==> config.mk <==
export PLATFORM = sky130hd
export DESIGN_NAME = motor_feedback_tracker
export DESIGN_NICKNAME = d
export VERILOG_FILES = /design/src/mft_pkg.sv /design/src/mft_unwrap.sv /design/src/motor_feedback_tracker.sv
export SDC_FILE = /design/constraint.sdc
export NUM_CORES = 1
export LEC_CHECK = 0
export ABC_AREA = 1
export BUFFER_PORTS_ARGS = -buffer_cell sky130_fd_sc_hd__buf_2
export CAP_MARGIN = 15
export CORE_ASPECT_RATIO = 1.2
export CORE_UTILIZATION = 55
export DETAILED_ROUTE_END_ITERATION = 16
export PLACE_DENSITY_LB_ADDON = 0.05
export SKIP_CTS_REPAIR_TIMING = 1
export SYNTH_ARGS = -nofsm -noshare
export SYNTH_HDL_FRONTEND = slang
export SYNTH_SLANG_ARGS = --single-unit
==> constraint.sdc <==
create_clock -name clk_i -period 6 [get_ports clk_i]
set_input_delay 0.3 -clock clk_i [delete_from_list [all_inputs] [get_ports clk_i]]
set_output_delay 0.3 -clock clk_i [all_outputs]
set_load 0.02 [all_outputs]
==> src/mft_pkg.sv <==
`default_nettype none

package mft_pkg;

  localparam logic [15:0]        SilenceLimitReset = 16'd100;
  localparam logic [15:0]        WrapThreshold     = 16'd4095;
  localparam logic signed [31:0] WrapSpan          = 32'sd8191;

  // Register select taken from paddr bit 2 (registers sit four bytes apart).
  localparam logic CfgSilenceLimit = 1'b0;

  typedef enum logic {
    KindFrame = 1'b0,
    KindTick  = 1'b1
  } kind_e;

  typedef struct packed {
    kind_e      kind;
    logic [7:0] angle_high_byte;
    logic [7:0] angle_low_byte;
    logic [7:0] speed_high_byte;
    logic [7:0] speed_low_byte;
    logic [7:0] current_high_byte;
    logic [7:0] current_low_byte;
    logic [7:0] temperature_byte;
  } in_item_t;

  typedef struct packed {
    logic [15:0]        angle;
    logic signed [15:0] speed;
    logic signed [15:0] current;
    logic [7:0]         temperature;
    logic signed [31:0] turn_total;
    logic               online;
  } out_item_t;

  typedef struct packed {
    logic               frame_seen;
    logic [15:0]        prev_angle;
    logic signed [31:0] turn_total;
  } unwrap_state_t;

endpackage

`default_nettype wire

==> src/mft_unwrap.sv <==
`default_nettype none

module mft_unwrap
  import mft_pkg::*;
(
  input  unwrap_state_t      state_i,
  input  logic [15:0]        angle_i,
  output logic signed [31:0] turn_total_o
);

  logic [15:0]        raw;
  logic [16:0]        mag;
  logic signed [31:0] diff;
  logic signed [31:0] adj;

  always_comb begin
    raw  = angle_i - state_i.prev_angle;
    mag  = raw[15] ? (17'h10000 - {1'b0, raw}) : {1'b0, raw};
    diff = signed'({{16{raw[15]}}, raw});
    adj  = '0;
    if (mag > {1'b0, WrapThreshold}) begin
      adj = raw[15] ? WrapSpan : -WrapSpan;
    end
    if (state_i.frame_seen) begin
      turn_total_o = state_i.turn_total + diff + adj;
    end else begin
      turn_total_o = state_i.turn_total;
    end
  end

endmodule

`default_nettype wire

==> src/motor_feedback_tracker.sv <==
// Motor feedback tracker.
// Items enter on the in channel (in_valid_i, in_ready_o, in_item_i): either a
// seven-byte feedback frame or a time tick. Every item gives exactly one result
// on the out channel (out_valid_o, out_ready_i, out_item_o) carrying the held
// angle, speed, current, temperature, the unwrapped turn total and the status.
// An item passes an input register and then updates the tracking state, which
// is the result register. One item is taken every cycle while the receiver
// takes results; the rate is set by the single update of the add and compare
// logic between the two registers.
// When the receiver stalls, the result and the state hold; one more item may
// enter the input register, after which in_ready_o falls until the result is
// taken. Reset empties both stages, clears all held values and the turn total,
// marks the motor offline and sets the silence limit to 100 ticks.
// The silence limit is written over the APB port at byte address 0; pready is
// always high. The user must write it only while idle; nothing enforces this.
`default_nettype none

module motor_feedback_tracker
  import mft_pkg::*;
(
  input  logic        clk_i,
  input  logic        rst_ni,
  input  logic        in_valid_i,
  output logic        in_ready_o,
  input  in_item_t    in_item_i,
  output logic        out_valid_o,
  input  logic        out_ready_i,
  output out_item_t   out_item_o,
  input  logic        psel,
  input  logic        penable,
  input  logic        pwrite,
  input  logic [2:0]  paddr,
  input  logic [31:0] pwdata,
  output logic [31:0] prdata,
  output logic        pready
);

  logic     stg_vld_q;
  in_item_t stg_item_q;
  logic     out_vld_q;
  logic     advance;

  logic               frame_seen_q, frame_seen_d;
  logic [15:0]        prev_angle_q, prev_angle_d;
  logic signed [31:0] turn_total_q, turn_total_d;
  logic [15:0]        silence_q, silence_d;
  logic               online_q, online_d;
  logic signed [15:0] speed_q, speed_d;
  logic signed [15:0] current_q, current_d;
  logic [7:0]         temp_q, temp_d;
  logic [15:0]        limit_q;

  logic [15:0]        frame_angle;
  logic signed [31:0] unwrapped_total;
  logic [16:0]        silence_inc;
  unwrap_state_t      unwrap_state;

  assign advance    = !out_vld_q || out_ready_i;
  assign in_ready_o = !stg_vld_q || advance;

  always_ff @(posedge clk_i or negedge rst_ni) begin
    if (!rst_ni) begin
      stg_vld_q <= 1'b0;
    end else if (in_ready_o) begin
      stg_vld_q <= in_valid_i;
    end
  end

  always_ff @(posedge clk_i) begin
    if (in_valid_i && in_ready_o) begin
      stg_item_q <= in_item_i;
    end
  end

  assign frame_angle = {stg_item_q.angle_high_byte, stg_item_q.angle_low_byte};

  assign unwrap_state = '{frame_seen: frame_seen_q,
                          prev_angle: prev_angle_q,
                          turn_total: turn_total_q};

  mft_unwrap u_unwrap (
    .state_i      (unwrap_state),
    .angle_i      (frame_angle),
    .turn_total_o (unwrapped_total)
  );

  assign silence_inc = {1'b0, silence_q} + 17'd1;

  always_comb begin
    frame_seen_d = frame_seen_q;
    prev_angle_d = prev_angle_q;
    turn_total_d = turn_total_q;
    silence_d    = silence_q;
    online_d     = online_q;
    speed_d      = speed_q;
    current_d    = current_q;
    temp_d       = temp_q;
    unique case (stg_item_q.kind)
      KindFrame: begin
        frame_seen_d = 1'b1;
        prev_angle_d = frame_angle;
        turn_total_d = unwrapped_total;
        silence_d    = '0;
        speed_d      = signed'({stg_item_q.speed_high_byte, stg_item_q.speed_low_byte});
        current_d    = signed'({stg_item_q.current_high_byte,
                                stg_item_q.current_low_byte});
        temp_d       = stg_item_q.temperature_byte;
      end
      KindTick: begin
        if (silence_inc > {1'b0, limit_q}) begin
          silence_d = limit_q;
          online_d  = 1'b0;
        end else begin
          silence_d = silence_inc[15:0];
          online_d  = 1'b1;
        end
      end
      default: begin
      end
    endcase
  end

  always_ff @(posedge clk_i or negedge rst_ni) begin
    if (!rst_ni) begin
      out_vld_q    <= 1'b0;
      frame_seen_q <= 1'b0;
      prev_angle_q <= '0;
      turn_total_q <= '0;
      silence_q    <= '0;
      online_q     <= 1'b0;
      speed_q      <= '0;
      current_q    <= '0;
      temp_q       <= '0;
    end else if (advance) begin
      out_vld_q <= stg_vld_q;
      if (stg_vld_q) begin
        frame_seen_q <= frame_seen_d;
        prev_angle_q <= prev_angle_d;
        turn_total_q <= turn_total_d;
        silence_q    <= silence_d;
        online_q     <= online_d;
        speed_q      <= speed_d;
        current_q    <= current_d;
        temp_q       <= temp_d;
      end
    end
  end

  assign out_valid_o = out_vld_q;
  assign out_item_o  = '{angle:       prev_angle_q,
                         speed:       speed_q,
                         current:     current_q,
                         temperature: temp_q,
                         turn_total:  turn_total_q,
                         online:      online_q};

  always_ff @(posedge clk_i or negedge rst_ni) begin
    if (!rst_ni) begin
      limit_q <= SilenceLimitReset;
    end else if (psel && penable && pwrite && pready && (paddr[2] == CfgSilenceLimit)) begin
      limit_q <= pwdata[15:0];
    end
  end

  assign pready = 1'b1;
  assign prdata = (paddr[2] == CfgSilenceLimit) ? {16'd0, limit_q} : 32'd0;

endmodule

`default_nettype wire

# Yosys cells after proc, flatten, opt, wreduce, memory -nomap -nowiden
# Cells that the tools add are included.
# totals
elab_cells,47
reg_bits,181
output_inout_bits,124
inputBits,99
# classes
magnitude_cmp,2
bitwise_logic,2
reduce_logical,12
mux,7
addsub,5
# op_table
operator,count
2-to-1 mux 32 bit,2
adder 32 x 16 -> 32 bit,1
adder 32 bit,1
2-to-1 mux 16 bit,2
one-hot mux 16 bit (2 select lines),1
"adder 16 x 1 -> 17 bit, second input constant",1
"greater-than comparator 17 x 12 -> 1 bit, second input constant",1
greater-than comparator 17 x 16 -> 1 bit,1
2-to-1 mux 17 bit,1
"subtractor 17 x 16 -> 17 bit, first input constant",1
subtractor 16 bit,1
AND reduction 3 bit,2
logical AND 1 bit,4
AND reduction 4 bit,1
logical NOT 1 bit,2
logical OR 1 bit,2
NOT 1 bit,2
AND reduction 2 bit,1
2-to-1 mux 1 bit,1

# Depth between registers and ports, before layout
# depth
depth_word,6
mapped_depth,44
mapped_depth_nobuf,43

# Modules after synthesis
# Synthesis repeated with hierarchy kept, for this count alone.
# hier_totals
hier_cells,1308
hier_area_um2,11713.7
# modules_own_cells
module,seq_area_each_um2,area_per_inst_um2,cells_each,n_inst
motor_feedback_tracker,4818.4,7548.5,607,1
mft_unwrap,0.0,4165.2,701,1

# Worst setup path before layout
# Ideal clock, no wire load.
# synth_path
path_kind,reg2reg
startpoint,reg prev_angle_q[0]
endpoint,reg turn_total_q[26]
t_arrival_ps,4962
setup_ps,133
slack_ps,905
n_path_buf,1
required_ps,5867
period_less_slack_ps,5095
stages_incl_launch_ff,31
cell_sequence,dfrtp_1 ha_1 inv_1 fa_1 inv_1 ha_1 nand3_1 nor2_1 nand3_1 nor2_1 nand2_1 nand2_1 nand2_1 nand2_4 buf_6 inv_2 nor2_1 ha_1 xor2_1 ha_1 a21oi_1 inv_1 a31oi_1 nor2_1 nor2_1 nand3_1 nand2_1 nand2_1 or2_2 nand3_1 o21ai_0
# synth_via
elab_chain_len,6
word_cells_on_any_way,8
classes_between,add/sub (4); order compare (1); mux (3)
# synth_lines
item,line,source
start: declaration,motor_feedback_tracker.sv:44,"logic [15:0] prev_angle_q, prev_angle_d;"
start signal: assignment,motor_feedback_tracker.sv:138,prev_angle_q <= prev_angle_d;
subtractor 16 bit (*),mft_unwrap.sv:17,raw = angle_i - state_i.prev_angle;
subtractor 17 x 16 -> 17 bit,mft_unwrap.sv:18,"mag = raw[15] ? (17'h10000 - {1'b0, raw}) : {1'b0, raw};"
2-to-1 mux 17 bit,mft_unwrap.sv:18,
greater-than comparator 17 x 12 -> 1 bit,mft_unwrap.sv:21,"if (mag > {1'b0, WrapThreshold}) begin"
2-to-1 mux 32 bit,mft_unwrap.sv:21,
adder 32 bit (*),mft_unwrap.sv:25,turn_total_o = state_i.turn_total + diff + adj;
end signal: assignment,motor_feedback_tracker.sv:139,turn_total_q <= turn_total_d;
end: declaration,motor_feedback_tracker.sv:45,"logic signed [31:0] turn_total_q, turn_total_d;"
# Mark *: on every way between the ends. The rest lies on a longest branch, timed or not.
# A chain may end at the register's enable or synchronous reset.

# Worst setup path after layout
# layout_path
startpoint,reg stg_item_q (netlist bit frame_angle[0])
endpoint,reg turn_total_q[23]
# layout_via
elab_chain_len,6
word_cells_on_any_way,8
classes_between,add/sub (4); order compare (1); mux (3)
# layout_lines
item,line,source
start: declaration,motor_feedback_tracker.sv:39,in_item_t stg_item_q;
start signal: assignment,motor_feedback_tracker.sv:71,stg_item_q <= in_item_i;
subtractor 16 bit (*),mft_unwrap.sv:17,
subtractor 17 x 16 -> 17 bit,mft_unwrap.sv:18,
2-to-1 mux 17 bit,mft_unwrap.sv:18,
greater-than comparator 17 x 12 -> 1 bit,mft_unwrap.sv:21,
2-to-1 mux 32 bit,mft_unwrap.sv:21,
adder 32 bit (*),mft_unwrap.sv:25,
# Marked as above.

==> impl_metrics.yaml <==
routing:
  drt-wirelength-per-cell_um: 13.7
  number_of_design_rule_violations_left_by_the_first_detailed_router_iteration: 451
  postRouteAntennaNets: 0
  num_vias: 9663
  drc_errors: 0
  viasPerCell: 5.05
  drt_pass1_iterations: 5
  totalWireLength_um: 26300
cells_and_area:
  drive_gt1_share_pct: 19.1
  finish.net_count: 1830
  filler_cell_count: 1786
  p_r_area_growth_vs_syn_pct: 14.9
floorplan:
  fp.dieArea_um2: 21700
  fp-row-count: 57
  die_w_um: 135
  starting_density_of_the_core_pct: 56.8
  io_pins: 223
  floorplan.core_area_um2: 20500
  die_h_um: 161
sta:
  setup_viol: 0
  final_hold_viol_count: 60
  fin_crit_sh_pct: 91.8
  timing.setup.tns_ns: 0
  fin_skew_ns: 0.00996
  slew_viol_final: 0
  worst_slew_pin_slew_ns: 0.864
  worst_case_headroom_to_the_max_slew_limit_pct: 42.3
  final_period_minus_worst_setup_slack_ns: 5.51
  rsz0062_at_grt: "false"
  achievable-frequency_mhz: 182
  timing.hold.ws_ns: -0.0339
logic_synthesis:
  synth-compound-area-share_pct: 8.13
  yosys.area_share.adder_pct: 10.7
  yosys_warnings: 0
  synth_commonest_cells: "422 x nand2_1, 201 x inv_1, 121 x dfrtp_1"
  synth-main-ff-cell: "dfrtp_1"
  synth.yosys.seq_area_share_pct: 41.4
  post_synth_mux_area_share_pct: 0
  syn-instance-count: 1456
  synth-simple-area-share_pct: 27.2
  synth-edff-count: 57
  library_cell_with_the_highest_instance_count_after_synthesis: "nand2_1"
  netlist_top_cells_area: "dfrtp_1 26%, edfxtp_1 15%, nand2_1 14%, ha_1 9.8%, inv_1 6.5%"
  post_synth_num_cell_types: 49
  synth_seq_cells: 181
  synth_top_area_share_pct: 26.0
  synth_area_leader_cell: "dfrtp_1"
  yosys.area_share.xor_xnor_pct: 3.01
  post_synth.cell_area_avg_um2: 7.99
  synthesis.area_um2: 11600
  postSynth.asyncResetShare_pct: 68.5
  synth_top_family_by_area: "simple AND/OR/NAND/NOR gates"
worst_setup_path:
  worst_path_most_repeated_cell: "nand2_1"
  timing.critical_path.slowest_cell_delay_ns: 0.45
  crit_path_start: "frame_angle[0]"
  required_ns: 6.34
  reg2regPathDepth: 40
  critical_path.max_fanout: 14
  slowest_stage: "fa_1"
  timing.setup.critical_path_class: "flip-flop to flip-flop"
  capturing_instance_or_port_of_the_critical_path: "turn_total_q[23]"
  start_kind: "flip-flop"
  r2r_setup_slack_ns: 0.49
  critical_path.reg2reg.endpoint: "turn_total_q[23]"
  crit_path_end_kind: "flip-flop"
  arrival_ns: 5.85
  crit-reg2reg-launch: "frame_angle[0]"
global_route:
  grt_max_degree: 71
  grt_pass1_wl_um: 43500
  first_global_vias: 9265
  grt-ovfl-total: 0
  grt.total_usage_pct: 25.2
  antenna_violations_before_repair: 4
job:
  maxCapViolCount: 0
cts:
  path_clk_slew_ns: 0.08
  cts_made_buffers: 17
  cts_num_sinks: 181
  cts_tree: "yes"
  clock_latency_ns: 0.44
  clock-root-buffer: "clkbuf_16"
  clockBufferDepth: 2
  htreeDepth: 4
outcome:
  outcome: "finished, violations left"
  failed_checks: "negative hold slack"
place:
  port_buffers: 187
  hpwl_um: 19800
  routabilityCongestion: 0.954
min_path:
  hp-class: "input pin to async pin"
## area by class of cell
type,instances,area [µm²],share of cell area (%)
antenna,2,5.00,0.0374
multi-input combinational,1029,5760,43.1
clock buffer,17,425,3.18
sequential,181,4820,36.1
timing repair buffer,196,1010,7.58
tap,265,332,2.48
clock inverter,15,220,1.65
inverter,210,788,5.90
## sequential cells by signal, indices dropped and copies added, names as in the netlist
name,count
stg_vld_q,1
temp_q,8
speed_q,16
online_q,1
frame_seen_q,1
stg_item_q,41
frame_angle,16
current_q,16
out_valid_o,1
limit_q,16
prev_angle_q,16
turn_total_q,32
silence_q,16
## layout by cell type, fill, tap and decap left out, types with 4 or more instances in the layout
cell type  instances
nand2_1          422
inv_1            200
buf_2            186
dfrtp_1          121
nor2_1            95
ha_1              91
nand3_1           88
o21ai_0           59
a21oi_1           58
edfxtp_1          57
nand2_2           33
xor2_1            32
conb_1            17
clkbuf_16         17
a21o_1            16
nand4_1           16
nand3_2           15
inv_2             10
a31oi_1           10
buf_4              9
o21bai_1           8
xnor2_1            8
nor3_1             8
nand3b_1           7
or2_2              6
clkinv_8           6
fa_1               5
nand2_4            4
nor2_4             4
nor2_2             4
## per-layer routing
| layer | global-route usage [%] | share of wire [%] |
|---|---|---|
| met3 | 5.93 | 5.0 |
| met2 | 44.9 | 50 |
| met4 | 8.73 | 2.6 |
| met1 | 29.5 | 42 |
| met5 | 0 | 0.10 |
## through the flow
| step | worst slack, ns | utilization [%] | instance area (µm²) | hold WS (ns) | cells |
|---|---|---|---|---|---|
| 2_1_floorplan | 0.905 | - | 11700 | 0.00441 | 1471 |
| 3_3_place_gp | 0.686 | 62.0 | 12700 | 0.428 | 1880 |
| 3_5_place_dp | 0.552 | 62.0 | 12700 | 0.436 | 1880 |
| 4_1_cts | 0.554 | 65.2 | 13300 | -0.00296 | 1912 |
| 5_1_grt | 0.0369 | 65.3 | 13400 | 0.00441 | 1914 |
| 6_report | 0.493 | 65.3 | 13400 | -0.0339 | 1915 |
## cells by family after synthesis
kind of cell	count (synthesis)
AND/OR/NAND/NOR	710
buffers and inverters	261
flip-flops	181
AO/OA/AOI/OAI	166
adder cells (fa/ha/maj)	96
XOR/XNOR	40
other	2
## worst max-delay path: cells and delay by family (launching register included)
kind	cells	cell delay [ns]
AO/OA/AOI/OAI	2	0.61
buffers and inverters	7	0.46
AND/OR/NAND/NOR	26	2.52
flip-flops	1	0.37
adder cells (fa/ha/maj)	5	1.41
## worst min path at each step
stage,to,depth (start not counted),slack [ns],from
global route,stg_item_q[24],1,0.004,in_item_i[24]
CTS,turn_total_q[4],1,-0.003,rst_ni
finish,turn_total_q[5],1,-0.03,rst_ni
global placement,current_q[3],2,0.43,stg_item_q[11]
detailed placement,current_q[0],2,0.44,stg_item_q[8]
floorplan,current_q[0],0,0.004,rst_ni
Power is left out: the tool's default activity adds up to more than one toggle a clock period on the data nets, which glitch-free logic cannot reach.
